==> config.mk <==
export PLATFORM = sky130hd
export DESIGN_NAME = cnh_front
export DESIGN_NICKNAME = d
export VERILOG_FILES = /design/src/rtl/cnh_pkg.sv /design/src/rtl/cnh_front.sv
export SDC_FILE = /design/constraint.sdc
export NUM_CORES = 1
export LEC_CHECK = 0
export BUFFER_PORTS_ARGS = -buffer_cell sky130_fd_sc_hd__buf_2
export CAP_MARGIN = 15
export CORE_MARGIN = 2
export CORE_UTILIZATION = 50
export CTS_CLUSTER_DIAMETER = 150
export DETAILED_ROUTE_END_ITERATION = 10
export MAX_ROUTING_LAYER = met4
export PLACE_DENSITY = 0.7
export REMOVE_ABC_BUFFERS = 1
export SYNTH_ARGS = -nofsm -noshare
export SYNTH_HDL_FRONTEND = slang
export SYNTH_SLANG_ARGS = --single-unit
==> constraint.sdc <==
create_clock -name clock -period 12.2 [get_ports clock]
set_input_delay 0.61 -clock clock [delete_from_list [all_inputs] [get_ports clock]]
set_output_delay 0.61 -clock clock [all_outputs]
set_load 0.01 [all_outputs]
==> src/rtl/cnh_pkg.sv <==
package cnh_pkg;

   // Geometry limits and storage sizes
   localparam int MAX_WIDTH  = 1024;
   localparam int MAX_HEIGHT = 1024;
   localparam int COL_W      = $clog2(MAX_WIDTH);
   localparam int DIM_W      = 11;
   localparam int ROW_W      = 11;
   localparam int BANKS      = 3;

   localparam logic [DIM_W-1:0] MIN_DIM     = DIM_W'(3);
   localparam logic [DIM_W-1:0] MAX_W_DIM   = DIM_W'(MAX_WIDTH);
   localparam logic [DIM_W-1:0] MAX_H_DIM   = DIM_W'(MAX_HEIGHT);
   localparam logic [ROW_W-1:0] ROW_SAT     = {ROW_W{1'b1}};

   // Register indexes
   localparam logic [1:0] REG_LOW    = 2'd0;
   localparam logic [1:0] REG_HIGH   = 2'd1;
   localparam logic [1:0] REG_WIDTH  = 2'd2;
   localparam logic [1:0] REG_HEIGHT = 2'd3;

   // Reset values of the registers
   localparam logic [7:0]       LOW_RESET    = 8'd50;
   localparam logic [7:0]       HIGH_RESET   = 8'd100;
   localparam logic [DIM_W-1:0] WIDTH_RESET  = DIM_W'(640);
   localparam logic [DIM_W-1:0] HEIGHT_RESET = DIM_W'(480);

   localparam logic [7:0] EDGE_ON = 8'd255;

   // Item kinds in the queue
   localparam logic [1:0] KIND_EMPTY   = 2'd0;
   localparam logic [1:0] KIND_STEP    = 2'd1;
   localparam logic [1:0] KIND_PREFILL = 2'd2;

   // Sector boundaries in quarter degrees
   localparam logic [10:0] ANG_FULL = 11'd1440;
   localparam logic [10:0] ANG_22   = 11'd90;
   localparam logic [10:0] ANG_67   = 11'd270;
   localparam logic [10:0] ANG_112  = 11'd450;
   localparam logic [10:0] ANG_157  = 11'd630;
   localparam logic [10:0] ANG_202  = 11'd810;
   localparam logic [10:0] ANG_247  = 11'd990;
   localparam logic [10:0] ANG_292  = 11'd1170;
   localparam logic [10:0] ANG_337  = 11'd1350;

   localparam logic [1:0] SECT_H    = 2'd0;
   localparam logic [1:0] SECT_DIAG = 2'd1;
   localparam logic [1:0] SECT_V    = 2'd2;
   localparam logic [1:0] SECT_ANTI = 2'd3;

   typedef struct packed {
      logic [7:0]       low;
      logic [7:0]       high;
      logic [DIM_W-1:0] width;
      logic [DIM_W-1:0] height;
   } cfg_type;

   typedef struct packed {
      logic [1:0]       kind;
      logic [7:0]       mag;
      logic [1:0]       sector;
      logic             wr_mag;
      logic [COL_W-1:0] col;
      logic [1:0]       b0;
      logic [1:0]       b1;
      logic [1:0]       b2;
      logic [COL_W-1:0] s_col;
      logic [1:0]       sb0;
      logic [1:0]       sb1;
      logic [1:0]       sb2;
      logic             s_wr;
      logic             s_int;
      logic             o_valid;
      logic             o_last;
      logic             h_int;
   } item_type;

   typedef struct packed {
      logic clearing;
   } back_status_type;

   // Row index modulo three, one row back
   function automatic logic [1:0] mod3_dec(input logic [1:0] x);
      return (x == 2'd0) ? 2'd2 : 2'(x - 2'd1);
   endfunction

   function automatic logic [1:0] mod3_inc(input logic [1:0] x);
      return (x == 2'd2) ? 2'd0 : 2'(x + 2'd1);
   endfunction

   // Quantize gradient direction to one of four compare sectors
   function automatic logic [1:0] angle_sector(input logic [10:0] q_in);
      logic [10:0] q;
      logic [1:0]  s;
      q = (q_in >= ANG_FULL) ? 11'(q_in - ANG_FULL) : q_in;
      if (q <= ANG_22 || (q > ANG_157 && q <= ANG_202) || q > ANG_337) begin
         s = SECT_H;
      end else if ((q > ANG_112 && q <= ANG_157) || (q > ANG_292 && q <= ANG_337)) begin
         s = SECT_DIAG;
      end else if ((q > ANG_67 && q <= ANG_112) || (q > ANG_247 && q <= ANG_292)) begin
         s = SECT_V;
      end else begin
         s = SECT_ANTI;
      end
      return s;
   endfunction

   function automatic logic [DIM_W-1:0] clamp_dim(input logic [DIM_W-1:0] v,
                                                  input logic [DIM_W-1:0] maxv);
      logic [DIM_W-1:0] r;
      if (v < MIN_DIM) r = MIN_DIM;
      else if (v > maxv) r = maxv;
      else r = v;
      return r;
   endfunction

endpackage

==> src/rtl/cnh_front.sv <==
module cnh_front (
   input  logic                     clock,
   input  logic                     reset,
   input  cnh_pkg::cfg_type         cfg,
   input  logic                     csr_wr,
   input  cnh_pkg::back_status_type back_status,
   input  logic                     req_tvalid,
   output logic                     req_tready,
   input  logic [23:0]              req_tdata,
   input  logic                     req_tuser,
   output logic                     q_valid,
   input  logic                     q_ready,
   output cnh_pkg::item_type        q_item
);
   import cnh_pkg::*;

   localparam logic [1:0] ST_RUN  = 2'd0;
   localparam logic [1:0] ST_NORM = 2'd1;
   localparam logic [1:0] ST_PF1  = 2'd2;
   localparam logic [1:0] ST_PF2  = 2'd3;

   logic [1:0]       st_ff, st_in;
   logic             pend_ff, pend_in;
   logic [ROW_W-1:0] row_ff, row_in;
   logic [COL_W-1:0] col_ff, col_in;
   logic [1:0]       rm_ff, rm_in;
   // position as left by the last step, before any realignment
   logic [ROW_W-1:0] brow_ff, brow_in;
   logic [COL_W-1:0] bcol_ff, bcol_in;
   logic [1:0]       brm_ff, brm_in;

   logic [DIM_W-1:0] w, h;
   logic             in_frame, beyond, flush, restart, do_step, accept;
   logic [ROW_W-1:0] r0, r1, r2;
   logic [COL_W-1:0] c0, c1, c2, w_last;
   logic [1:0]       rm0, rm1;
   logic             c0_nz, c1_nz, m1_ex, m2_ex;
   logic             run_ok;

   assign w      = cfg.width;
   assign h      = cfg.height;
   assign flush  = req_tuser;
   assign w_last = COL_W'(w - DIM_W'(1));

   // Where the stream stands relative to the frame and its drain tail
   assign in_frame = (row_ff < h);
   assign beyond   = (row_ff > 11'(h + 11'd2)) ||
                     ((row_ff == 11'(h + 11'd2)) && (col_ff >= COL_W'(2)));
   assign restart  = (st_ff == ST_RUN) && !flush && !in_frame;
   assign do_step  = !flush || (!in_frame && !beyond);

   assign r0  = restart ? '0 : row_ff;
   assign c0  = restart ? '0 : col_ff;
   assign rm0 = restart ? 2'd0 : rm_ff;

   // Suppression center: w+1 positions back
   assign c0_nz = (c0 != '0);
   assign r1    = c0_nz ? ROW_W'(r0 - 11'd1) : ROW_W'(r0 - 11'd2);
   assign c1    = c0_nz ? COL_W'(c0 - 10'd1) : w_last;
   assign rm1   = c0_nz ? mod3_dec(rm0) : mod3_dec(mod3_dec(rm0));
   assign m1_ex = (r0 >= 11'd2) || ((r0 == 11'd1) && c0_nz);

   // Hysteresis center: another w+1 positions back
   assign c1_nz = (c1 != '0);
   assign r2    = c1_nz ? ROW_W'(r1 - 11'd1) : ROW_W'(r1 - 11'd2);
   assign c2    = c1_nz ? COL_W'(c1 - 10'd1) : w_last;
   assign m2_ex = m1_ex && ((r1 >= 11'd2) || ((r1 == 11'd1) && c1_nz));

   // Item build; an ignored flush carries an empty result
   always_comb begin
      q_item        = '0;
      q_item.mag    = req_tdata[7:0];
      q_item.sector = angle_sector(req_tdata[18:8]);
      q_item.wr_mag = (r0 < h);
      q_item.b0     = rm0;
      q_item.b1     = mod3_dec(rm0);
      q_item.b2     = mod3_dec(mod3_dec(rm0));
      q_item.sb0    = rm1;
      q_item.sb1    = mod3_dec(rm1);
      q_item.sb2    = mod3_dec(mod3_dec(rm1));
      q_item.s_wr   = m1_ex && (r1 < h);
      q_item.s_int  = (r1 != '0) && (c1 != '0) && (11'(r1 + 11'd1) < h) &&
                      (11'({1'b0, c1} + 11'd1) < w);
      q_item.o_valid = do_step && m2_ex && (r2 < h);
      q_item.o_last  = (r2 == 11'(h - 11'd1)) && (c2 == w_last);
      q_item.h_int   = (r2 != '0) && (c2 != '0) && (11'(r2 + 11'd1) < h) &&
                       (11'({1'b0, c2} + 11'd1) < w);
      unique case (st_ff)
         ST_PF1: begin
            q_item.kind  = KIND_PREFILL;
            q_item.col   = COL_W'(c0 - 10'd2);
            q_item.s_col = COL_W'(c1 - 10'd2);
         end
         ST_PF2: begin
            q_item.kind  = KIND_PREFILL;
            q_item.col   = COL_W'(c0 - 10'd1);
            q_item.s_col = COL_W'(c1 - 10'd1);
         end
         default: begin
            q_item.kind  = do_step ? KIND_STEP : KIND_EMPTY;
            q_item.col   = c0;
            q_item.s_col = c1;
         end
      endcase
   end

   // Handshake
   assign run_ok     = (st_ff == ST_RUN) && !pend_ff && !back_status.clearing;
   assign req_tready = run_ok && q_ready;
   assign accept     = req_tvalid && req_tready;
   assign q_valid    = (st_ff == ST_RUN) ? (req_tvalid && run_ok) :
                       ((st_ff == ST_PF1) || (st_ff == ST_PF2));

   // Position tracking, realignment after a register write
   always_comb begin
      st_in   = st_ff;
      row_in  = row_ff;
      col_in  = col_ff;
      rm_in   = rm_ff;
      brow_in = brow_ff;
      bcol_in = bcol_ff;
      brm_in  = brm_ff;
      pend_in = csr_wr || (pend_ff && (st_ff != ST_RUN));
      unique case (st_ff)
         ST_RUN: begin
            if (pend_ff) begin
               // realign from the last stepped position, not a prior realignment
               st_in  = ST_NORM;
               row_in = brow_ff;
               col_in = bcol_ff;
               rm_in  = brm_ff;
            end else if (accept && do_step) begin
               if (11'({1'b0, c0} + 11'd1) == w) begin
                  col_in = '0;
                  row_in = (r0 == ROW_SAT) ? r0 : ROW_W'(r0 + 11'd1);
                  rm_in  = mod3_inc(rm0);
               end else begin
                  col_in = COL_W'(c0 + 10'd1);
                  row_in = r0;
                  rm_in  = rm0;
               end
               brow_in = row_in;
               bcol_in = col_in;
               brm_in  = rm_in;
            end
         end
         ST_NORM: begin
            if ({1'b0, col_ff} >= w) begin
               col_in = COL_W'({1'b0, col_ff} - w);
               row_in = (row_ff == ROW_SAT) ? row_ff : ROW_W'(row_ff + 11'd1);
               rm_in  = mod3_inc(rm_ff);
            end else begin
               st_in = ST_PF1;
            end
         end
         ST_PF1: begin
            if (q_ready) st_in = ST_PF2;
         end
         ST_PF2: begin
            if (q_ready) st_in = ST_RUN;
         end
         default: st_in = ST_RUN;
      endcase
   end

   always_ff @(posedge clock) begin
      if (reset) begin
         st_ff   <= ST_RUN;
         pend_ff <= 1'b0;
         row_ff  <= '0;
         col_ff  <= '0;
         rm_ff   <= 2'd0;
         brow_ff <= '0;
         bcol_ff <= '0;
         brm_ff  <= 2'd0;
      end else begin
         st_ff   <= st_in;
         pend_ff <= pend_in;
         row_ff  <= row_in;
         col_ff  <= col_in;
         rm_ff   <= rm_in;
         brow_ff <= brow_in;
         bcol_ff <= bcol_in;
         brm_ff  <= brm_in;
      end
   end

endmodule

==> impl_metrics.ini, run 1 <==
[timing]
fmax_mhz = 93.8
hold_viol = 0
fin_crit_ns = 10.66
slew_headroom_pct = 13.8
setup_viol = 0
tns_ns = 0
final_max_slew_viol_count = 0
tightestPinTransition_ns = 1.29
rsz0062_at_grt = no
finalCritPeriodShare_pct = 87.4
layout_setup_ws_ns = 1.54
fin_skew_ns = 0.00533

[layout]
nets = 1701
multi_input_area_um2 = 8870
seqCellArea_um2 = 981
diodes = 0
drive_gt1_share_pct = 9.37
fillers = 2126
syn2layout_area_growth_pct = 6.22
fin_cells = 1758

[global_routing]
grt_usage_pct = 30.8
grt_max_degree = 50
grt_pass1_vias = 10190
antenna_found_initial = 0
grt_pass1_wl_um = 53800
grt-ovfl-total = 0

[synthesis]
synthArstFlopShare_pct = 0
synth_edf_count = 0
yosys_warnings = 0
synth_top_area_share_pct = 17.6
yosysTopAreaCell = ha_1
synth_cell_types = 98
synth_cells = 1461
netlist_area_um2 = 10500
ys_seq_area_share_pct = 9.32
ys_ff_latch = 49
synth_flop_cell = dfxtp_1
yosys-top-cells-area = ha_1, dfxtp_1, xnor2_1, nand2_1, nor2_1
avgSynthCellArea_um2 = 7.20

[floorplanning]
rows = 53
boundaryPins = 121
die-height_um = 149
die_x_um = 149
start_util_pct = 50.5
fp.coreArea_um2 = 20800
dieArea_um2 = 22200

[setup_path]
path_common_cell = o21a_1
end_kind = output port
r2r-start = row_ff[8]$_SDFFE_PP0P_
worstSetupStartpoint = cfg[8]
crit_path_top_delay_cell = and2_1
cp_max_fo = 18
crit_arrival_ns = 10.05
critPathKind = input port to output port
startpoint_type = input port
worst_ep_required_time_ns = 11.59
max_stage_delay_ns = 0.60

[clock_network]
htree_levels = 2
cts_sinks = 49
root_buffer = clkbuf_16
cts_buffers = 5
insertion_delay_ns = 0.30
ctsResizeCount = 0
postCtsHoldBufs = 0
post-cts-setup-buffers = 0
cts.clk_slew.worst_paths_ns = 0.06
cts_tree = done
clockBufferDepth = 2

[status]
status = complete, no violations

[place]
dp_hpwl_um = 26300
gp_congestion = 0.978
io_buffers = 83
dp_slack_ns = 1.87
dp_cells = 1751

[detailed_routing]
drc = 0
wl_per_cell_um = 19.1
drt-vias-per-instance = 6.27
ant_nets = 0
dr.pass1.iters = 5
first_iter_violations = 956
drt-total-wl_um = 33700
vias = 11018

[hold_path]
hold_class = flop to flop
worstHoldStart = brow_ff[3]$_SDFFE_PP0P_

[run]
maxCapViolCount = 0
-- worst max-delay path, delay by kind of cell --
family / cells / cell delay [ns]
AND/OR/NAND/NOR: 10 / 2.64
buffers and inverters: 4 / 0.81
adder cells (fa/ha/maj): 5 / 1.68
AO/OA/AOI/OAI: 17 / 4.28
-- routing by layer --
metal / GRT usage, % / up-vias / share of wire, % / wire, um
met5: - / - / 0 / 0
met4: 10.4 / 0 / 3.4 / 1130
met3: 3.36 / 74 / 6.8 / 2290
met2: 48.4 / 455 / 45 / 15100
met1: 41.3 / 5088 / 45 / 15200
li1: - / 5401 / - / -
-- cells in the final DEF (no fill, tap or decap), types with 25 or more instances in the layout --
cell type,count
ha_1,148
nand2_1,147
nor2_1,125
a21oi_1,86
xnor2_1,84
inv_1,83
buf_2,83
o21ai_0,73
nand3_1,51
dfxtp_1,49
o21a_1,35
nor3_1,34
xor2_1,32
mux2i_1,27
nand4_1,25
-- Yosys cell counts (all sizes together), types with 5 or more instances --
master and instances:
a2111oi 6, a211oi 20, a21boi 10, a21o 19
a21oi 88, a221oi 11, a22oi 6, a311oi 7
a31oi 15, and2 11, and3 16, and4 9
buf 30, clkbuf 52, dfxtp 49, ha 148
inv 83, mux2 5, mux2i 27, nand2 147
nand2b 13, nand3 51, nand4 25, nand4b 6
nor2 127, nor2b 24, nor3 38, nor3b 7
nor4 24, o211ai 22, o21a 35, o21ai 80
o221ai 8, o22ai 11, o311ai 5, o31a 5
o31ai 13, or3 13, xnor2 84, xnor3 6
xor2 34
-- through the flow --
step                hold slack, ns  area [um2]  utilization, %
floorplan                    0.448       10200               -
global placement             0.462       11000            53.0
detailed placement           0.469       11000            53.0
CTS                          0.478       11200            53.7
global route                 0.510       11200            53.7
finish                       0.477       11200            53.7
-- logic make-up after synthesis --
| logic type | count (synthesis) | share of synthesized area, % |
|---|---|---|
| buf+inv | 168 | 6.53 |
| mux | 32 | 3.10 |
| compound gates | 408 | 26.5 |
| xor+xnor | 124 | 11.2 |
| fa+ha+maj | 149 | 17.8 |
| simple gates | 531 | 25.5 |
| flops | 49 | 9.32 |
-- area by class of cell --
| cell class | count | share of cell area, % |
|---|---|---|
| sequential | 49 | 8.77 |
| clock buffer | 7 | 1.28 |
| multi-input combinational | 1244 | 79.3 |
| timing repair buffer | 97 | 4.66 |
| inverter | 86 | 2.89 |
| tap | 275 | 3.08 |
-- worst paths after layout --
path              slack [ns]                      end  cells after the start
setup / recovery        1.54                q_item[0]                     36
hold / removal          0.48  brow_ff[3]$_SDFFE_PP0P_                      2
setup reg to reg        6.06   row_ff[8]$_SDFFE_PP0P_                     21
hold reg to reg         0.48  brow_ff[3]$_SDFFE_PP0P_                      2
-- sequential cells by signal, indices dropped and copies added, names as in the netlist --
name,count
pend_ff,1
st_ff,2
brm_ff,2
bcol_ff,10
rm_ff,2
col_ff,10
row_ff,11
brow_ff,11
Power of run 1 is left out: the tool's default activity adds up to more than one toggle a clock period on the data nets, which glitch-free logic cannot reach.
==> run 2: changes to the inputs <==
--- a/config.mk
+++ b/config.mk
@@ -5,6 +5,7 @@
 export SDC_FILE = /design/constraint.sdc
 export NUM_CORES = 1
 export LEC_CHECK = 0
+export ABC_AREA = 1
 export BUFFER_PORTS_ARGS = -buffer_cell sky130_fd_sc_hd__buf_2
 export CAP_MARGIN = 15
 export CORE_MARGIN = 2
==> impl_metrics.ini, run 2 <==
[timing]
tns_ns = 0
tightestPinTransition_ns = 0.963
hold_viol = 0
slew_headroom_pct = 35.1
setup_viol = 0
rsz0062_at_grt = no
fin_skew_ns = 0.00621
fin_crit_ns = 8.55
final_max_slew_viol_count = 0
fmax_mhz = 117
finalCritPeriodShare_pct = 70.1

[clock_network]
cts_buffers = 5
cts.clk_slew.worst_paths_ns = 0.07
ctsResizeCount = 0
insertion_delay_ns = 0.30
postCtsHoldBufs = 0
cts_tree = done
cts_sinks = 49
post-cts-setup-buffers = 0
htree_levels = 2
clockBufferDepth = 2
root_buffer = clkbuf_16

[synthesis]
synth_edf_count = 0
synth_common_cells = nand2_1, inv_1, nor2_1
synthArstFlopShare_pct = 0
netlist_area_um2 = 10900
avgSynthCellArea_um2 = 5.89
ys_seq_area_share_pct = 8.97
yosysMostFrequentCell = nand2_1
yosysTopAreaCell = ha_1
yosys-top-cells-area = ha_1, nand2_1, dfxtp_1, inv_1, nand3_1
synth_flop_cell = dfxtp_1
synth_cells = 1858
ys_ff_latch = 49
synth_cell_types = 58
synth_top_area_share_pct = 16.9
yosys_warnings = 0

[global_routing]
antenna_found_initial = 1
grt_usage_pct = 30.3
grt-ovfl-total = 0
grt_pass1_vias = 11166
grt_pass1_wl_um = 56700
grt_max_degree = 47

[status]
status = complete, no violations

[place]
dp_hpwl_um = 27900
gp_congestion = 0.967
dp_cells = 2168
io_buffers = 83

[hold_path]
hold_class = flop to flop
hold_path_depth = 2

[floorplanning]
dieArea_um2 = 23100
die_x_um = 152
start_util_pct = 50.6
die-height_um = 152
rows = 54
boundaryPins = 121
fp.coreArea_um2 = 21600

[setup_path]
cp_max_fo = 46
r2r_cells = 25
critical-path-top-delay-family = simple AND/OR/NAND/NOR gates
worst_ep_required_time_ns = 11.59
cp.depth = 41
path_common_cell = nand2_1
crit_arrival_ns = 7.94
crit_path_top_delay_cell = xor2_1
critPathBufInv = 9
end_kind = output port
critPathKind = input port to output port
max_stage_delay_ns = 0.57
startpoint_type = input port

[detailed_routing]
wl_per_cell_um = 16.1
drc = 0
drt-vias-per-instance = 5.63
drt-total-wl_um = 35000
ant_nets = 0
first_iter_violations = 983
dr.pass1.iters = 7
vias = 12256

[layout]
final_common_cell = nand2_1
fin_cells = 2177
reg_top3 = brow_ff: 11 flops, row_ff: 11 flops
final_cell_mix = nand2_1, inv_1, nor2_1
drive_gt1_share_pct = 10.1
nets = 2113
syn2layout_area_growth_pct = 6.09

[run]
maxCapViolCount = 0
[run 2: changes by cell type in the layout (fill, tap and decap cells not counted), sizes merged, moves of 22 or more]
cell / change
a21oi: +23
o21a: -33
mux2i: -27
xnor2: -74
nor4: -22
o21ai: +26
nor2b: -23
nand2: +335
inv: +180
xor2: +40
nor2: +82
nand3: +111
[run 2: layer usage]
| metal | global-route usage [%] | vias up | routed length, um |
|---|---|---|---|
| li1 | - | 6203 | - |
| met5 | - | - | 0 |
| met1 | 40.1 | 5530 | 15800 |
| met2 | 49.0 | 467 | 15900 |
| met3 | 2.71 | 56 | 2390 |
| met4 | 9.12 | 0 | 923 |
[run 2: worst reg2reg max path: cells and delay by family (launching register included)]
family                   cells  cell delay, ns
XOR/XNOR                     1            0.31
flip-flops                   1            0.71
AND/OR/NAND/NOR             17            2.42
AO/OA/AOI/OAI                1            0.09
buffers and inverters        4            0.80
adder cells (fa/ha/maj)      2            0.54
[run 2: cell type report]
type | count | area [um2]
fillers | 2313 | 10000
multi-input cells | 1485 | 8630
inverters | 266 | 998
flip-flops and latches | 49 | 981
repair buffers | 88 | 453
well taps | 280 | 350
clock buffers | 5 | 125
clock inverters | 3 | 65.1
diodes | 1 | 2.50
[run 2: worst paths after layout]
path	to	startpoint	slack, ns
setup / recovery	q_item[0]	cfg[6]	3.65
hold / removal	bcol_ff[6]$_SDFFE_PP0P_	bcol_ff[6]$_SDFFE_PP0P_	0.46
setup reg to reg	row_ff[1]$_SDFFE_PP0P_	row_ff[4]$_SDFFE_PP0P_	7.22
hold reg to reg	bcol_ff[6]$_SDFFE_PP0P_	bcol_ff[6]$_SDFFE_PP0P_	0.46
[run 2: stage by stage]
| stage | utilization (%) | instance area (um2) | hold slack (ns) | setup slack, ns |
|---|---|---|---|---|
| 2_1_floorplan | - | 10600 | 0.434 | 5.30 |
| 3_3_place_gp | 52.8 | 11400 | 0.447 | 3.93 |
| 3_5_place_dp | 52.8 | 11400 | 0.450 | 3.81 |
| 4_1_cts | 53.6 | 11600 | 0.462 | 3.80 |
| 5_1_grt | 53.7 | 11600 | 0.478 | 3.04 |
| 6_report | 53.7 | 11600 | 0.464 | 3.65 |
[run 2: logic make-up after synthesis]
group	synth area share (%)
flops	8.97
buf+inv	12.2
fa+ha+maj	17.1
xor+xnor	6.73
compound gates	16.9
simple gates	38.2
Power of run 2 is left out for the same reason.
==> run 3: changes to the inputs <==
==> constraint.sdc (replaced) <==
create_clock -name clock -period 8.4 [get_ports clock]
set_input_delay 0.42 -clock clock [delete_from_list [all_inputs] [get_ports clock]]
set_output_delay 0.42 -clock clock [all_outputs]
set_load 0.01 [all_outputs]
==> impl_metrics.ini, run 3 (synthesized netlist as in run 2, its figures left out) <==
[status]
status = complete, no violations

[clock_network]
cts_sinks = 49
root_buffer = clkbuf_16
cts.clk_slew.worst_paths_ns = 0.07
cts_buffers = 5
clockBufferDepth = 2
insertion_delay_ns = 0.29
cts_tree = done
htree_levels = 2
post-cts-setup-buffers = 0
ctsResizeCount = 0
postCtsHoldBufs = 0

[floorplanning]
start_util_pct = 50.6
boundaryPins = 121
die_x_um = 152
rows = 54
die-height_um = 152
dieArea_um2 = 23100
fp.coreArea_um2 = 21600

[run]
maxCapViolCount = 0

[setup_path]
end_kind = output port
worstSetupStartpoint = row_ff[3]$_SDFFE_PP0P_
critical-path-top-delay-family = simple AND/OR/NAND/NOR gates
cp_max_fo = 39
critPathKind = flop to output port
worst_ep_required_time_ns = 7.98
startpoint_type = flop
r2r-start = row_ff[3]$_SDFFE_PP0P_
regToRegEndpoint = row_ff[1]$_SDFFE_PP0P_
path_common_cell = nand2_1
r2r_cells = 24
crit_arrival_ns = 7.25
cp.depth = 38
max_stage_delay_ns = 0.69
rrSetupSlack_ns = 3.40
critPathBufInv = 6
crit_end = q_item[0]
crit_path_top_delay_cell = dfxtp_1

[global_routing]
grt-ovfl-total = 0
grt_max_degree = 40
grt_pass1_wl_um = 56500
grt_pass1_vias = 11130
grt_usage_pct = 30.3
antenna_found_initial = 1

[layout]
fillers = 2263
reg_top3 = brow_ff: 11 flops, row_ff: 11 flops
nets = 2121
drive_gt1_share_pct = 10.5
syn2layout_area_growth_pct = 6.69
final_cell_mix = nand2_1, inv_1, nor2_1
final_common_cell = nand2_1

[detailed_routing]
vias = 12257
ant_nets = 0
first_iter_violations = 1080
dr.pass1.iters = 6
drt-vias-per-instance = 5.61
drc = 0
drt-total-wl_um = 35200
wl_per_cell_um = 16.1

[timing]
fin_skew_ns = 0.00378
fin_crit_ns = 7.67
slew_headroom_pct = 44.2
hold_viol = 0
tightestPinTransition_ns = 0.829
setup_viol = 0
final_max_slew_viol_count = 0
rsz0062_at_grt = no
fmax_mhz = 130
tns_ns = 0
finalCritPeriodShare_pct = 91.3

[place]
io_buffers = 83
dp_hpwl_um = 28100
gp_congestion = 1.00

[hold_path]
hold_class = input port to flop
## run 3: cell count changes in the layout (fill, tap and decap cells not counted), sizes merged
| cell | change |
|---|---|
| clkinv | -1 |
| bufinv | -1 |
| clkinvlp | +1 |
| clkbuf | +1 |
| buf | +8 |
## run 3: worst min-delay path by stage
| stage | to | cells past startpoint | start |
|---|---|---|---|
| floorplan | bcol_ff[1]$_SDFFE_PP0P_ | 2 | bcol_ff[1]$_SDFFE_PP0P_ |
| global placement | bcol_ff[5]$_SDFFE_PP0P_ | 2 | bcol_ff[5]$_SDFFE_PP0P_ |
| detailed placement | bcol_ff[7]$_SDFFE_PP0P_ | 2 | bcol_ff[7]$_SDFFE_PP0P_ |
| CTS | pend_ff$_SDFF_PP0_ | 3 | csr_wr |
| global route | pend_ff$_SDFF_PP0_ | 3 | csr_wr |
| finish | pend_ff$_SDFF_PP0_ | 3 | csr_wr |
## run 3: stage by stage
step                setup WS (ns)  utilization (%)  hold WS (ns)  instances  instance area (um2)
floorplan                    1.88                -         0.434       1800                10600
global placement             1.00             53.0         0.446       2175                11500
detailed placement          0.796             53.0         0.454       2175                11500
CTS                         0.775             53.8         0.331       2183                11600
global route                0.107             54.0         0.356       2185                11700
finish                      0.731             54.0         0.331       2185                11700
## run 3: worst min-delay path: cells and delay by family
kind | cells | cell delay [ns]
AND/OR/NAND/NOR | 1 | 0.07
buffers and inverters | 1 | 0.07
AO/OA/AOI/OAI | 1 | 0.03
## run 3: cell type report
type	instances	area (um2)	area share (%)
Multi-Input combinational cell	1485	8630	73.9
Inverter	266	998	8.56
Sequential cell	49	981	8.41
Timing Repair Buffer	96	533	4.57
Tap cell	280	350	3.00
Clock buffer	6	139	1.19
Clock inverter	2	37.5	0.322
Antenna cell	1	2.50	0.0214
## run 3: per-layer routing
metal / share of wire [%] / vias to the layer above / global-route usage (%)
li1: - / 6208 / -
met1: 46 / 5598 / 40.8
met4: 3.1 / 0 / 10.0
met3: 5.5 / 67 / 2.45
met5: 0 / - / -
met2: 45 / 384 / 48.0
Power of run 3 is left out for the same reason.
