==> src/rtl/cnh_pkg.sv <==
package cnh_pkg;

   // Geometry limits and storage sizes
   localparam int MAX_WIDTH  = 1024;
   localparam int MAX_HEIGHT = 1024;
   localparam int COL_W      = $clog2(MAX_WIDTH);
   localparam int DIM_W      = 11;
   localparam int ROW_W      = 11;
   localparam int BANKS      = 3;

   localparam logic [DIM_W-1:0] MIN_DIM     = DIM_W'(3);
   localparam logic [DIM_W-1:0] MAX_W_DIM   = DIM_W'(MAX_WIDTH);
   localparam logic [DIM_W-1:0] MAX_H_DIM   = DIM_W'(MAX_HEIGHT);
   localparam logic [ROW_W-1:0] ROW_SAT     = {ROW_W{1'b1}};

   // Register indexes
   localparam logic [1:0] REG_LOW    = 2'd0;
   localparam logic [1:0] REG_HIGH   = 2'd1;
   localparam logic [1:0] REG_WIDTH  = 2'd2;
   localparam logic [1:0] REG_HEIGHT = 2'd3;

   // Reset values of the registers
   localparam logic [7:0]       LOW_RESET    = 8'd50;
   localparam logic [7:0]       HIGH_RESET   = 8'd100;
   localparam logic [DIM_W-1:0] WIDTH_RESET  = DIM_W'(640);
   localparam logic [DIM_W-1:0] HEIGHT_RESET = DIM_W'(480);

   localparam logic [7:0] EDGE_ON = 8'd255;

   // Item kinds in the queue
   localparam logic [1:0] KIND_EMPTY   = 2'd0;
   localparam logic [1:0] KIND_STEP    = 2'd1;
   localparam logic [1:0] KIND_PREFILL = 2'd2;

   // Sector boundaries in quarter degrees
   localparam logic [10:0] ANG_FULL = 11'd1440;
   localparam logic [10:0] ANG_22   = 11'd90;
   localparam logic [10:0] ANG_67   = 11'd270;
   localparam logic [10:0] ANG_112  = 11'd450;
   localparam logic [10:0] ANG_157  = 11'd630;
   localparam logic [10:0] ANG_202  = 11'd810;
   localparam logic [10:0] ANG_247  = 11'd990;
   localparam logic [10:0] ANG_292  = 11'd1170;
   localparam logic [10:0] ANG_337  = 11'd1350;

   localparam logic [1:0] SECT_H    = 2'd0;
   localparam logic [1:0] SECT_DIAG = 2'd1;
   localparam logic [1:0] SECT_V    = 2'd2;
   localparam logic [1:0] SECT_ANTI = 2'd3;

   typedef struct packed {
      logic [7:0]       low;
      logic [7:0]       high;
      logic [DIM_W-1:0] width;
      logic [DIM_W-1:0] height;
   } cfg_type;

   typedef struct packed {
      logic [1:0]       kind;
      logic [7:0]       mag;
      logic [1:0]       sector;
      logic             wr_mag;
      logic [COL_W-1:0] col;
      logic [1:0]       b0;
      logic [1:0]       b1;
      logic [1:0]       b2;
      logic [COL_W-1:0] s_col;
      logic [1:0]       sb0;
      logic [1:0]       sb1;
      logic [1:0]       sb2;
      logic             s_wr;
      logic             s_int;
      logic             o_valid;
      logic             o_last;
      logic             h_int;
   } item_type;

   typedef struct packed {
      logic clearing;
   } back_status_type;

   // Row index modulo three, one row back
   function automatic logic [1:0] mod3_dec(input logic [1:0] x);
      return (x == 2'd0) ? 2'd2 : 2'(x - 2'd1);
   endfunction

   function automatic logic [1:0] mod3_inc(input logic [1:0] x);
      return (x == 2'd2) ? 2'd0 : 2'(x + 2'd1);
   endfunction

   // Quantize gradient direction to one of four compare sectors
   function automatic logic [1:0] angle_sector(input logic [10:0] q_in);
      logic [10:0] q;
      logic [1:0]  s;
      q = (q_in >= ANG_FULL) ? 11'(q_in - ANG_FULL) : q_in;
      if (q <= ANG_22 || (q > ANG_157 && q <= ANG_202) || q > ANG_337) begin
         s = SECT_H;
      end else if ((q > ANG_112 && q <= ANG_157) || (q > ANG_292 && q <= ANG_337)) begin
         s = SECT_DIAG;
      end else if ((q > ANG_67 && q <= ANG_112) || (q > ANG_247 && q <= ANG_292)) begin
         s = SECT_V;
      end else begin
         s = SECT_ANTI;
      end
      return s;
   endfunction

   function automatic logic [DIM_W-1:0] clamp_dim(input logic [DIM_W-1:0] v,
                                                  input logic [DIM_W-1:0] maxv);
      logic [DIM_W-1:0] r;
      if (v < MIN_DIM) r = MIN_DIM;
      else if (v > maxv) r = maxv;
      else r = v;
      return r;
   endfunction

endpackage

==> src/rtl/cnh_queue.sv <==
module cnh_queue (
   input  logic              clock,
   input  logic              reset,
   input  logic              push_valid,
   output logic              push_ready,
   input  cnh_pkg::item_type push_item,
   output logic              head_valid,
   output cnh_pkg::item_type head_item,
   input  logic              pop
);
   import cnh_pkg::*;

   item_type   slot_ff [2];
   logic       wr_ptr_ff, wr_ptr_in;
   logic       rd_ptr_ff, rd_ptr_in;
   logic [1:0] count_ff, count_in;
   logic       do_push;

   assign push_ready = (count_ff != 2'd2);
   assign head_valid = (count_ff != 2'd0);
   assign head_item  = slot_ff[rd_ptr_ff];
   assign do_push    = push_valid && push_ready;

   // Pointer and fill bookkeeping
   always_comb begin
      wr_ptr_in = do_push ? ~wr_ptr_ff : wr_ptr_ff;
      rd_ptr_in = pop ? ~rd_ptr_ff : rd_ptr_ff;
      count_in  = count_ff;
      if (do_push && !pop) count_in = 2'(count_ff + 2'd1);
      else if (!do_push && pop) count_in = 2'(count_ff - 2'd1);
   end

   always_ff @(posedge clock) begin
      if (reset) begin
         wr_ptr_ff <= 1'b0;
         rd_ptr_ff <= 1'b0;
         count_ff  <= 2'd0;
      end else begin
         wr_ptr_ff <= wr_ptr_in;
         rd_ptr_ff <= rd_ptr_in;
         count_ff  <= count_in;
      end
   end

   always_ff @(posedge clock) begin
      if (do_push) slot_ff[wr_ptr_ff] <= push_item;
   end

endmodule

==> config.mk <==
export PLATFORM = sky130hd
export DESIGN_NAME = cnh_queue
export DESIGN_NICKNAME = d
export VERILOG_FILES = /design/src/rtl/cnh_pkg.sv /design/src/rtl/cnh_queue.sv
export SDC_FILE = /design/constraint.sdc
export NUM_CORES = 1
export LEC_CHECK = 0
export ABC_CLOCK_PERIOD_IN_PS = 5800
export BUFFER_PORTS_ARGS = -buffer_cell sky130_fd_sc_hd__buf_2
export CORE_UTILIZATION = 55
export CTS_CLUSTER_DIAMETER = 80
export CTS_CLUSTER_SIZE = 25
export DETAILED_ROUTE_END_ITERATION = 6
export GPL_TIMING_DRIVEN = 0
export PLACE_DENSITY = 0.83
export SLEW_MARGIN = 20
export SYNTH_ARGS = -nofsm -noshare
export SYNTH_HDL_FRONTEND = slang
export SYNTH_SLANG_ARGS = --single-unit
==> constraint.sdc <==
create_clock -name clock -period 5.8 [get_ports clock]
set_input_delay 0.58 -clock clock [delete_from_list [all_inputs] [get_ports clock]]
set_output_delay 0.58 -clock clock [all_outputs]
set_load 0.005 [all_outputs]
==> results of run 1 <==
[per-stage QoR]
stage / total power [mW] / setup slack, ps / util (%) / hold slack, ps / instance area [um2]
global placement: 1.17 / 2850 / 65.9 / 498 / 4450
finish: 1.65 / 3660 / 69.5 / 405 / 4690
CTS: 1.66 / 3620 / 69.5 / 390 / 4690
global route: 1.71 / 3570 / 69.5 / 385 / 4690
detailed placement: 1.19 / 3930 / 66.2 / 535 / 4480
floorplan: 1.08 / 3570 / - / 480 / 3820
[state kept, by name, indices dropped and copies added, names as in the netlist, named ones only]
signal     cells
slot_ff      100
count_ff       2
rd_ptr_ff      1
wr_ptr_ff      1
[critical path: cells and delay by family, from the launching register on]
kind / cells / cell delay [ps]
mux: 1 / 370
flops: 1 / 310
buf+inv: 3 / 530
[cells in the final DEF (no fill, tap or decap), types with 2 or more instances in the layout]
cell type,synthesis,routed
sky130_fd_sc_hd__clkinv_2,0,2
sky130_fd_sc_hd__clkbuf_8,0,9
sky130_fd_sc_hd__bufinv_16,0,2
sky130_fd_sc_hd__dfxtp_1,5,5
sky130_fd_sc_hd__mux2_1,4,4
sky130_fd_sc_hd__xor2_1,2,2
sky130_fd_sc_hd__edfxtp_1,100,100
sky130_fd_sc_hd__clkinvlp_4,0,2
sky130_fd_sc_hd__a21oi_1,2,2
sky130_fd_sc_hd__mux2_2,46,46
sky130_fd_sc_hd__nor2_1,3,3
sky130_fd_sc_hd__buf_2,6,111
[kinds of logic after synthesis]
group | after synthesis | synth area share (%)
XOR/XNOR | 3 | 0.687
flip-flops | 105 | 81.1
multiplexers | 50 | 14.7
AND/OR/NAND/NOR | 9 | 1.51
AO/OA/AOI/OAI | 4 | 0.654
adder cells (fa/ha/maj) | 1 | 0.327
buffers and inverters | 8 | 0.981
[routing by layer]
layer,share of wire (%),wire [um],vias to the layer above,global-route usage (%)
met5,0,0,-,0
met4,1.9,120,0,8.64
met3,4.2,265,11,4.28
met2,55,3430,63,31.2
met1,39,2430,976,19.7
li1,-,-,935,-
[final timing paths]
path                                       end          start  depth (start not counted)
worst max-delay path             head_item[12]           flop                          4
worst max register to register  slot_ff[0][13]    count_ff[0]                          4
worst min-delay path            slot_ff[0][36]  push_item[36]                          1
worst min register to register     count_ff[1]    count_ff[1]                          2
[power breakdown]
part           internal, mW  total [mW]  switching [mW]
clock network         0.243       0.483           0.240
logic                 0.115       0.229           0.113
registers             0.917       0.937          0.0198
[cell type report]
type / instances / area, um2
buffer: 6 / 30.0
inverter: 2 / 7.51
timing repair buffer: 106 / 546
tap: 80 / 100
clock buffer: 9 / 124
sequential: 105 / 3100
clock inverter: 7 / 93.8
multi-input combinational: 67 / 689
fill: 470 / 2060
==> reports/summary.json, run 1 <==
{
  "synthMostInstantiatedCell": {"value": "sky130_fd_sc_hd__edfxtp_1"},
  "transition_time_at_the_pin_with_the_least_slew_margin": {"value": 691, "unit": "ps"},
  "ys_top_cells_by_count": {"value": "sky130_fd_sc_hd__edfxtp_1 (100), sky130_fd_sc_hd__mux2_2 (46), sky130_fd_sc_hd__buf_2 (6)"},
  "cts_hold_buffers": {"value": 0},
  "maxCapViolCount": {"value": 0},
  "yosys_register_bits": {"value": 105},
  "final_hold_viol_count": {"value": 0},
  "max-slew-margin-rel": {"value": 53.9, "unit": "%"},
  "synth.yosys.seq_area_share": {"value": 81.1, "unit": "%"},
  "finClkSkew": {"value": 9.13, "unit": "ps"},
  "rsz0062_at_grt": {"value": "false"},
  "top_level_ports": {"value": 106},
  "placement_rows": {"value": 30},
  "vias_in_the_first_global_route": {"value": 1993},
  "drive_gt1_share": {"value": 59.3, "unit": "%"},
  "setup.worst_path.start_class": {"value": "flop"},
  "yosys_most_used_dff": {"value": "sky130_fd_sc_hd__edfxtp_1"},
  "fp.coreArea": {"value": 6760, "unit": "um2"},
  "cts_setup_buffers": {"value": 0},
  "yosys-top-cells-area": {"value": "sky130_fd_sc_hd__edfxtp_1 (79%), sky130_fd_sc_hd__mux2_2 (14%), sky130_fd_sc_hd__dfxtp_1 (2.6%), sky130_fd_sc_hd__mux2_1 (1.2%), sky130_fd_sc_hd__buf_2 (0.79%)"},
  "die_footprint": {"value": 7290, "unit": "um2"},
  "fin_tns_setup": {"value": 0, "unit": "ps"},
  "routed_via_density": {"value": 5.20},
  "fmaxAchievable": {"value": 468, "unit": "MHz"},
  "grt_start_max_net_pins": {"value": 51},
  "dieWidth": {"value": 85.4, "unit": "um"},
  "timing.critical_path.cells": {"value": "buf_2 > buf_2 > mux2_2 > buf_2"},
  "cts-resized-gates": {"value": 0},
  "worst_path_largest_cell_delay": {"value": 370, "unit": "ps"},
  "floorplan.die.height": {"value": 85.4, "unit": "um"},
  "antenna_found_initial": {"value": 0},
  "cts.sinks": {"value": 105},
  "drt-pass1-iter-count": {"value": 4},
  "largest_area_contributor_in_the_netlist": {"value": "sky130_fd_sc_hd__edfxtp_1"},
  "dr_iter_0_viols": {"value": 64},
  "hold_path.class": {"value": "input port to flop"},
  "finalSetupViolations": {"value": 0},
  "worst_skew_pair.late_latency": {"value": 360, "unit": "ps"},
  "deepest_level_of_the_cts_h_tree": {"value": 3},
  "crit_fanout": {"value": 10},
  "final_nets": {"value": 352},
  "grt_pass1_wl": {"value": 9.34, "unit": "mm"},
  "post_synth_instance_area": {"value": 3820, "unit": "um2"},
  "clkSlewWorstSetupHoldPaths": {"value": 100, "unit": "ps"},
  "cts_made_buffers": {"value": 9},
  "syn_to_final_growth": {"value": 22.7, "unit": "%"},
  "place.gp.congestion": {"value": 0.687},
  "worst-setup-path-type": {"value": "flop to primary output"},
  "crit_required": {"value": 5220, "unit": "ps"},
  "critical_path.endpoint_type": {"value": "primary output"},
  "antennaDiodeCount": {"value": 0},
  "place.port_buffers": {"value": 105},
  "leakagePower": {"value": 1.78, "unit": "nW"},
  "postRouteWirelength": {"value": 6.25, "unit": "mm"},
  "post_synth.cell_area_avg": {"value": 21.2, "unit": "um2"},
  "grt_remaining_overflow": {"value": 0},
  "slew_viol_final": {"value": 0},
  "power_density": {"value": 351, "unit": "nW/um2"},
  "cp.arrival": {"value": 1560, "unit": "ps"},
  "clockBufferDepth": {"value": 2},
  "post-route-min-period": {"value": 2140, "unit": "ps"},
  "cts-root-buf": {"value": "sky130_fd_sc_hd__clkbuf_8"},
  "number_of_distinct_library_cell_variants_in_the_gate_level_netlist_after_synthesis": {"value": 19},
  "synth_top_area_share": {"value": 78.5, "unit": "%"},
  "numPlacedInstances": {"value": 366},
  "outcome": {"value": "completed"},
  "total_via_count_after_detailed_routing": {"value": 1985},
  "cts_tree": {"value": "built"},
  "synth_edf_count": {"value": 100},
  "ys.warnings.count": {"value": 0},
  "routed_wire_length_per_instance": {"value": 16.3, "unit": "um"},
  "reg2reg_setup_slack": {"value": 4070, "unit": "ps"},
  "ant_nets": {"value": 0},
  "worst_path_max_delay_cell": {"value": "sky130_fd_sc_hd__mux2_2"},
  "grt_total_usage": {"value": 17.5, "unit": "%"},
  "synthesis.nets": {"value": 235},
  "syn-instance-count": {"value": 180},
  "async_reset_ff_share": {"value": 0, "unit": "%"},
  "detailedPlacementHpwl": {"value": 4.06, "unit": "mm"},
  "timing.critical_path.mode_cell": {"value": "sky130_fd_sc_hd__buf_2"},
  "tcrit_tclk_final": {"value": 36.8, "unit": "%"},
  "route.detailed.drc": {"value": 0},
  "irDropWorstVdd": {"value": 0.258, "unit": "mV"},
  "post_layout_nonfiller_instances": {"value": 382},
  "initial_utilization": {"value": 56.6, "unit": "%"}
}
(Power assumes the default switching activity.)
==> inputs of run 2 (changes only) <==
- ABC_AREA: default -> 1
- ABC_CLOCK_PERIOD_IN_PS: 5800 -> 2040
- CORE_UTILIZATION: 55 -> 52
- PLACE_DENSITY: 0.83 -> 0.79
- clock period: 5.8 -> 2.04 ns (I/O delays scaled with it)
==> reports/summary.json, run 2 <==
{
  "finalInstanceArea": {"value": 5050, "unit": "um2", "change": "+7.5%"},
  "syn_to_final_growth": {"value": 23.1, "unit": "%"},
  "place.gp.congestion": {"value": 0.644, "change": "-6.2%"},
  "fmaxAchievable": {"value": 580, "unit": "MHz"},
  "clkSlewWorstSetupHoldPaths": {"value": 100, "unit": "ps", "change": "about the same"},
  "adder_cell_share_of_the_synthesized_area": {"value": 0.305, "unit": "%", "change": "-0.022 points"},
  "cts.sinks": {"value": 105, "change": "unchanged"},
  "synth_compound_gate_area_share": {"value": 0.366, "unit": "%", "change": "-0.29 points"},
  "synth.yosys.seq_area_share": {"value": 75.7, "unit": "%", "change": "-5.4 points"},
  "fraction_of_synthesized_area_in_multiplexers": {"value": 18.3, "unit": "%", "change": "+3.6 points"},
  "max-slew-margin-rel": {"value": 60.0, "unit": "%", "change": "+6.0 points"},
  "yosys_most_used_dff": {"value": "sky130_fd_sc_hd__edfxtp_1"},
  "post-route-min-period": {"value": 1720, "unit": "ps"},
  "cp.arrival": {"value": 1780, "unit": "ps", "change": "+220 ps"},
  "power_density": {"value": 882, "unit": "nW/um2", "change": "+150%"},
  "dr_iter_0_viols": {"value": 65, "change": "+1.6%"},
  "power.share.sequential": {"value": 58.6, "unit": "%", "change": "+1.8 points"},
  "deepest_level_of_the_cts_h_tree": {"value": 3, "change": "unchanged"},
  "synth_edf_count": {"value": 100, "change": "unchanged"},
  "place.port_buffers": {"value": 105, "change": "unchanged"},
  "synth_top_area_share": {"value": 73.3, "unit": "%", "change": "-5.2 points"},
  "p_comb_share": {"value": 16.8, "unit": "%", "change": "+2.9 points"},
  "cellInternalPower": {"value": 3.44, "unit": "mW", "change": "+170%"},
  "min_path_cells": {"value": 1, "change": "unchanged"},
  "final_nets": {"value": 366, "change": "+4.0%"},
  "grt_pass1_wl": {"value": 9.43, "unit": "mm", "change": "+1.0%"},
  "worst_skew_pair.late_latency": {"value": 350, "unit": "ps", "change": "about the same"},
  "slew_viol_final": {"value": 0, "change": "unchanged"},
  "post_synth.cell_area_avg": {"value": 21.5, "unit": "um2", "change": "+0.99%"},
  "worst_path_max_delay_cell": {"value": "sky130_fd_sc_hd__nor2_4"},
  "cts_tree": {"value": "built"},
  "netSwitchingFraction": {"value": 22.7, "unit": "%", "change": "+0.086 points"},
  "synth_xor_area_share": {"value": 0.214, "unit": "%", "change": "-0.47 points"},
  "multi_input_comb_area": {"value": 866, "unit": "um2", "change": "+26%"},
  "top_signal_layer_used": {"value": "met4"},
  "floorplan.die.height": {"value": 90.8, "unit": "um", "change": "+6.3%"},
  "transition_time_at_the_pin_with_the_least_slew_margin": {"value": 599, "unit": "ps", "change": "-91.7 ps"},
  "post_layout_nonfiller_instances": {"value": 418, "change": "+9.4%"},
  "synthMostInstantiatedCell": {"value": "sky130_fd_sc_hd__edfxtp_1"},
  "placement.cell_area": {"value": 4880, "unit": "um2", "change": "+9.0%"},
  "synthesis.nets": {"value": 246, "change": "+4.7%"},
  "yosys-top-cells-area": {"value": "sky130_fd_sc_hd__edfxtp_1 (73%), sky130_fd_sc_hd__mux2_4 (18%), sky130_fd_sc_hd__buf_12 (2.4%), sky130_fd_sc_hd__dfxtp_1 (2.4%), sky130_fd_sc_hd__inv_1 (0.82%)"},
  "post_synth_instance_area": {"value": 4100, "unit": "um2", "change": "+7.2%"},
  "yosys_register_bits": {"value": 105, "change": "unchanged"},
  "antenna_found_initial": {"value": 0, "change": "unchanged"},
  "final-seq-area": {"value": 3100, "unit": "um2", "change": "unchanged"},
  "ys_top_cells_by_count": {"value": "sky130_fd_sc_hd__edfxtp_1 (100), sky130_fd_sc_hd__mux2_4 (50), sky130_fd_sc_hd__inv_1 (9)"},
  "final_hold_viol_count": {"value": 0, "change": "unchanged"},
  "largest_area_contributor_in_the_netlist": {"value": "sky130_fd_sc_hd__edfxtp_1"},
  "irDropWorstVdd": {"value": 0.491, "unit": "mV", "change": "+90%"},
  "synth_top_family_by_area": {"value": "multiplexers"},
  "antennaDiodeCount": {"value": 0, "change": "unchanged"},
  "largest_register_ffs": {"value": 100, "change": "unchanged"},
  "routed_wire_length_per_instance": {"value": 14.5, "unit": "um", "change": "-11%"},
  "cts-root-buf": {"value": "sky130_fd_sc_hd__clkbuf_8"},
  "setup.worst_path.start_class": {"value": "flop"},
  "maxCapViolCount": {"value": 0, "change": "unchanged"},
  "cts_setup_buffers": {"value": 0, "change": "unchanged"},
  "leakagePower": {"value": 2.03, "unit": "nW", "change": "+14%"},
  "top_level_ports": {"value": 106, "change": "unchanged"},
  "finalSetupViolations": {"value": 0, "change": "unchanged"},
  "timing.critical_path.mode_cell": {"value": "sky130_fd_sc_hd__nand2_1"},
  "worst_path_largest_cell_delay": {"value": 520, "unit": "ps", "change": "+150 ps"},
  "async_reset_ff_share": {"value": 0, "unit": "%", "change": "unchanged"},
  "layout.cells.most_common": {"value": "sky130_fd_sc_hd__buf_2"},
  "total_via_count_after_detailed_routing": {"value": 2013, "change": "+1.4%"},
  "die_footprint": {"value": 8240, "unit": "um2", "change": "+13%"},
  "routed_via_density": {"value": 4.82, "change": "-7.3%"},
  "drt-pass1-iter-count": {"value": 4, "change": "unchanged"},
  "grt_start_max_net_pins": {"value": 24, "change": "-53%"},
  "detailedPlacementHpwl": {"value": 4.29, "unit": "mm", "change": "+5.6%"},
  "fill_cells": {"value": 550, "change": "+17%"},
  "initial_utilization": {"value": 53.3, "unit": "%", "change": "-3.3 points"},
  "ys.warnings.count": {"value": 0, "change": "unchanged"},
  "ant_nets": {"value": 0, "change": "unchanged"},
  "p_sw": {"value": 1.01, "unit": "mW", "change": "+170%"},
  "grt_remaining_overflow": {"value": 0, "change": "unchanged"},
  "worst-setup-path-type": {"value": "flop to flop"},
  "vias_in_the_first_global_route": {"value": 2019, "change": "+1.3%"},
  "route.detailed.drc": {"value": 0, "change": "unchanged"},
  "most-common-layout-cells": {"value": "sky130_fd_sc_hd__buf_2 (105), sky130_fd_sc_hd__edfxtp_1 (100), sky130_fd_sc_hd__mux2_4 (50), sky130_fd_sc_hd__inv_1 (9), sky130_fd_sc_hd__clkbuf_8 (9)"},
  "fp.coreArea": {"value": 7690, "unit": "um2", "change": "+14%"},
  "yosys.area_share.simple": {"value": 1.56, "unit": "%", "change": "+0.052 points"},
  "grt_total_usage": {"value": 15.5, "unit": "%", "change": "-2.0 points"},
  "finClkSkew": {"value": 13.6, "unit": "ps", "change": "+4.49 ps"},
  "met3_wirelength": {"value": 280, "unit": "um", "change": "+5.7%"},
  "clockBufferDepth": {"value": 2, "change": "unchanged"},
  "tcrit_tclk_final": {"value": 84.5, "unit": "%"},
  "top_regs": {"value": "slot_ff (100), count_ff (2)"},
  "syn-instance-count": {"value": 191, "change": "+6.1%"},
  "cts-resized-gates": {"value": 0, "change": "unchanged"},
  "timing.hold.ws": {"value": 35.1, "unit": "ps", "change": "-370 ps"},
  "crit_required": {"value": 2100, "unit": "ps", "change": "-3120 ps"},
  "rsz0062_at_grt": {"value": "false"},
  "worstRegToRegCells": {"value": 5, "change": "+1"},
  "met1Wirelength": {"value": 2.46, "unit": "mm", "change": "+1.2%"},
  "crit_fanout": {"value": 17, "change": "+7"},
  "numPlacedInstances": {"value": 402, "change": "+9.8%"},
  "critical_path.endpoint_type": {"value": "flop"},
  "placement_rows": {"value": 32, "change": "+6.7%"},
  "outcome": {"value": "completed"},
  "number_of_distinct_library_cell_variants_in_the_gate_level_netlist_after_synthesis": {"value": 14, "change": "-5"},
  "cts_made_buffers": {"value": 9, "change": "unchanged"},
  "postRouteWirelength": {"value": 6.05, "unit": "mm", "change": "-3.1%"},
  "cts_hold_buffers": {"value": 0, "change": "unchanged"},
  "dieWidth": {"value": 90.8, "unit": "um", "change": "+6.3%"},
  "drive_gt1_share": {"value": 57.3, "unit": "%", "change": "-2.0 points"},
  "fin_tns_setup": {"value": 0, "unit": "ps", "change": "unchanged"},
  "p_clk_share": {"value": 24.6, "unit": "%", "change": "-4.7 points"},
  "timing.critical_path.cells": {"value": "inv_1 > nand2_1 > nand2_1 > nor2_4 > buf_16"},
  "hold_path.class": {"value": "input port to flop"},
  "registers.top_by_ff_count": {"value": "slot_ff"},
  "detailroute.wirelength.met2": {"value": 3.24, "unit": "mm", "change": "-5.6%"}
}
-- run 2: cell count changes in the layout (fill, tap and decap cells not counted), moves of 6 or more --
cell | previous run | this run
sky130_fd_sc_hd__mux2_4 | 0 | 50
sky130_fd_sc_hd__mux2_2 | 46 | 0
sky130_fd_sc_hd__buf_2 | 111 | 105
sky130_fd_sc_hd__nand2_1 | 0 | 7
sky130_fd_sc_hd__inv_1 | 1 | 9
-- run 2: logic make-up (layout without fill, tap and decap cells) --
kind of cell    after synthesis  after routing
flops                       105            105
mux                          50             50
simple gates                 16             16
buf+inv                      15            140
compound gates                3              3
fa+ha+maj                     1              1
xor+xnor                      1              1
-- run 2: power groups by stage --
stage / clock network (mW) / registers (mW) / logic, mW
6_report: 1.10 / 2.61 / 0.748
5_1_grt: 1.21 / 2.62 / 0.810
4_1_cts: 1.14 / 2.61 / 0.763
3_5_place_dp: 0 / 2.66 / 0.761
3_3_place_gp: 0 / 2.66 / 0.685
2_1_floorplan: 0 / 2.65 / 0.445
-- run 2: final cells by class --
type | instances | share of cell area [%]
Sequential cell | 105 | 61.5
Clock inverter | 6 | 0.843
Tap cell | 102 | 2.53
Buffer | 6 | 2.21
Timing Repair Buffer | 109 | 12.6
Clock buffer | 10 | 2.53
Multi-Input combinational cell | 71 | 17.2
Inverter | 9 | 0.669
-- run 2: final timing paths --
kind	from	endpoint	slack, ps
worst max-delay path	count_ff[0]	slot_ff[0][31]	320
worst min-delay path	push_item[49]	slot_ff[0][49]	40
worst max register to register	count_ff[0]	slot_ff[0][31]	320
worst min register to register	rd_ptr_ff	rd_ptr_ff	530
-- run 2: layer usage --
layer	GRT usage [%]	vias to the layer above
met3	3.70	7
met1	17.8	977
met5	0	-
li1	-	970
met2	27.1	59
met4	7.54	0
-- run 2: critical path, delay by kind of cell, from the launching register on --
| family | cells | cell delay (ps) |
|---|---|---|
| and+or+nand+nor | 3 | 780 |
| buffers and inverters | 2 | 310 |
| DFF | 1 | 340 |
-- run 2: metrics by stage --
step | power (mW) | worst slack (ps) | util (%)
after detailed placement | 3.42 | 315 | 63.4
final | 4.45 | 316 | 65.7
after global routing | 4.65 | 170 | 65.7
after floorplan | 3.09 | -262 | -
after global placement | 3.34 | -1020 | 61.9
after CTS | 4.51 | 296 | 65.7
==> inputs of run 3 (changes only) <==
- ABC_CLOCK_PERIOD_IN_PS: 2040 -> 1800
- clock period: 2.04 -> 1.8 ns (I/O delays scaled with it)
==> reports/summary.json, run 3 (synthesized netlist as in run 2, its figures left out) <==
{
  "min_path_cells": {"value": 1, "change": "unchanged"},
  "slew_viol_final": {"value": 0, "change": "unchanged"},
  "post-route-util": {"value": 70.8, "unit": "%", "change": "+5.2 points"},
  "worstRegToRegCells": {"value": 9, "change": "+4"},
  "numPlacedInstances": {"value": 402, "change": "unchanged"},
  "initial_utilization": {"value": 53.3, "unit": "%", "change": "unchanged"},
  "crit_required": {"value": 2050, "unit": "ps", "change": "-50 ps"},
  "place.port_buffers": {"value": 105, "change": "unchanged"},
  "finClkSkew": {"value": 11.1, "unit": "ps", "change": "-2.54 ps"},
  "grt_remaining_overflow": {"value": 0, "change": "unchanged"},
  "route.detailed.drc": {"value": 0, "change": "unchanged"},
  "transition_time_at_the_pin_with_the_least_slew_margin": {"value": 383, "unit": "ps", "change": "-216 ps"},
  "top_level_ports": {"value": 106, "change": "unchanged"},
  "outcome": {"value": "completed"},
  "ant_nets": {"value": 0, "change": "unchanged"},
  "postLayoutSetupSlackWorst": {"value": 176, "unit": "ps", "change": "-140 ps"},
  "power_density": {"value": 948, "unit": "nW/um2", "change": "+7.6%"},
  "crit_fanout": {"value": 5, "change": "-12"},
  "hold-path-endpoint": {"value": "slot_ff[0][13]"},
  "crit-reg2reg-capture": {"value": "count_ff[1]"},
  "placement_stage_worst_setup_slack": {"value": 75.3, "unit": "ps", "change": "-240 ps"},
  "floorplan.die.height": {"value": 90.8, "unit": "um", "change": "unchanged"},
  "dieWidth": {"value": 90.8, "unit": "um", "change": "unchanged"},
  "hold_path.class": {"value": "input port to flop"},
  "hp-start": {"value": "push_item[13]"},
  "total_via_count_after_detailed_routing": {"value": 2155, "change": "+7.1%"},
  "routed_via_density": {"value": 4.73, "change": "-1.9%"},
  "final_nets": {"value": 404, "change": "+10%"},
  "drt-pass1-iter-count": {"value": 4, "change": "unchanged"},
  "cts.sinks": {"value": 105, "change": "unchanged"},
  "final_hold_viol_count": {"value": 0, "change": "unchanged"},
  "registers.top_by_ff_count": {"value": "slot_ff"},
  "die_footprint": {"value": 8240, "unit": "um2", "change": "unchanged"},
  "max-slew-margin-rel": {"value": 74.4, "unit": "%", "change": "+14 points"},
  "rsz0062_at_grt": {"value": "false"},
  "finalInstanceArea": {"value": 5450, "unit": "um2", "change": "+7.9%"},
  "fp.coreArea": {"value": 7690, "unit": "um2", "change": "unchanged"},
  "critical_path.endpoint_type": {"value": "flop"},
  "post-route-min-period": {"value": 1620, "unit": "ps", "change": "-100 ps"},
  "post_layout_nonfiller_instances": {"value": 456, "change": "+9.1%"},
  "fmaxAchievable": {"value": 616, "unit": "MHz", "change": "+6.2%"},
  "most-common-layout-cells": {"value": "sky130_fd_sc_hd__buf_2 (105), sky130_fd_sc_hd__edfxtp_1 (100), sky130_fd_sc_hd__mux2_4 (50), sky130_fd_sc_hd__dlygate4sd3_1 (35)"},
  "report.power.total": {"value": 5.16, "unit": "mW", "change": "+16%"},
  "worst-setup-path-type": {"value": "flop to flop"},
  "drive_gt1_share": {"value": 52.0, "unit": "%", "change": "-5.3 points"},
  "postRouteWirelength": {"value": 6.71, "unit": "mm", "change": "+11%"},
  "syn_to_final_growth": {"value": 32.8, "unit": "%"},
  "placement.cell_area": {"value": 4880, "unit": "um2", "change": "unchanged"},
  "largest_register_ffs": {"value": 100, "change": "unchanged"},
  "cp.arrival": {"value": 1880, "unit": "ps", "change": "+100 ps"},
  "setup.worst_path.start_class": {"value": "flop"},
  "antennaDiodeCount": {"value": 0, "change": "unchanged"},
  "reg2reg_setup_slack": {"value": 180, "unit": "ps", "change": "-140 ps"},
  "fill_cells": {"value": 496, "change": "-9.8%"},
  "place.gp.congestion": {"value": 0.644, "change": "unchanged"},
  "cts_made_buffers": {"value": 9, "change": "unchanged"},
  "worst_skew_pair.late_latency": {"value": 350, "unit": "ps", "change": "about the same"},
  "grt_total_usage": {"value": 16.4, "unit": "%", "change": "+0.89 points"},
  "placement_rows": {"value": 32, "change": "unchanged"},
  "clockBufferDepth": {"value": 2, "change": "unchanged"},
  "leakagePower": {"value": 2.20, "unit": "nW", "change": "+8.3%"},
  "critical_path.reg2reg.startpoint": {"value": "count_ff[0]"},
  "dr_iter_0_viols": {"value": 72, "change": "+11%"},
  "irDropWorstVdd": {"value": 0.590, "unit": "mV", "change": "+20%"},
  "clkSlewWorstSetupHoldPaths": {"value": 100, "unit": "ps", "change": "about the same"},
  "detailedPlacementHpwl": {"value": 4.29, "unit": "mm", "change": "unchanged"},
  "grt_start_max_net_pins": {"value": 24, "change": "unchanged"},
  "cts-root-buf": {"value": "sky130_fd_sc_hd__clkbuf_8"},
  "finalSetupViolations": {"value": 0, "change": "unchanged"},
  "antenna_found_initial": {"value": 0, "change": "unchanged"},
  "maxCapViolCount": {"value": 0, "change": "unchanged"},
  "routed_wire_length_per_instance": {"value": 14.7, "unit": "um", "change": "+1.6%"},
  "grt_pass1_wl": {"value": 10.0, "unit": "mm", "change": "+6.4%"},
  "deepest_level_of_the_cts_h_tree": {"value": 3, "change": "unchanged"},
  "vias_in_the_first_global_route": {"value": 2162, "change": "+7.1%"},
  "cts_tree": {"value": "built"},
  "top_regs": {"value": "slot_ff (100), count_ff (2)"},
  "tcrit_tclk_final": {"value": 90.2, "unit": "%", "change": "+5.7 points"},
  "layout.cells.most_common": {"value": "sky130_fd_sc_hd__buf_2"}
}
-- run 3: changes by cell type in the layout (fill, tap and decap cells not counted) --
cell                            previous run  this run
sky130_fd_sc_hd__buf_12                    5         7
sky130_fd_sc_hd__dlygate4sd3_1             0        35
sky130_fd_sc_hd__buf_4                     0         1
-- run 3: repair_timing --
item | CTS | global route
hold buffers | 22 | 13
setup endpoints to repair | 0 | 36
gates resized for setup | 0 | 0
setup buffers | 0 | 3
endpoints found under the hold margin | 39 | 23
-- run 3: where the power goes --
group / internal (mW) / switching [mW] / leakage [nW] / total (mW)
logic: 0.565 / 0.384 / 1.14 / 0.949
registers: 2.90 / 0.0531 / 0.974 / 2.96
clock network: 0.509 / 0.750 / 0.0847 / 1.26
-- run 3: routing by layer --
layer	wire, um	vias up	track usage (%)
li1	-	1043	-
met1	2770	1046	18.6
met2	3630	60	29.3
met3	242	6	3.70
met4	63	0	7.54
met5	0	-	0
-- run 3: worst max path at each step --
stage / start / endpoint / slack, ps / cells after the start
6_report: count_ff[0] / count_ff[1] / 180 / 9
5_1_grt: count_ff[0] / count_ff[1] / 20 / 9
4_1_cts: count_ff[0] / slot_ff[0][6] / 60 / 5
3_5_place_dp: count_ff[0] / slot_ff[0][28] / 80 / 5
3_3_place_gp: count_ff[0] / slot_ff[1][6] / -1260 / 4
2_1_floorplan: count_ff[0] / slot_ff[0][0] / -500 / 4
-- run 3: area by class of cell --
class	count	area [um2]	share of cell area (%)
Buffer	6	111	2.05
Clock buffer	10	128	2.34
Clock inverter	6	42.5	0.781
Inverter	9	33.8	0.620
Multi-Input combinational cell	71	866	15.9
Sequential cell	105	3100	57.0
Tap cell	102	128	2.34
Timing Repair Buffer	147	1030	19.0
-- run 3: metrics by stage --
stage | hold slack, ps | TNS [ps]
6_report | 24.2 | 0
5_1_grt | 1.38 | 0
4_1_cts | 0.268 | 0
3_5_place_dp | 371 | 0
3_3_place_gp | 368 | -123680
2_1_floorplan | 252 | -50180
-- run 3: worst max-delay path, stage by stage (launching register included) --
cell,delay (ps)
sky130_fd_sc_hd__dfxtp_1,320
sky130_fd_sc_hd__inv_1,120
sky130_fd_sc_hd__nand2_1,100
sky130_fd_sc_hd__nand2_1,230
sky130_fd_sc_hd__inv_1,100
sky130_fd_sc_hd__ha_1,320
sky130_fd_sc_hd__inv_1,90
sky130_fd_sc_hd__nand4_1,130
sky130_fd_sc_hd__nand2_1,90
sky130_fd_sc_hd__nor2_1,40
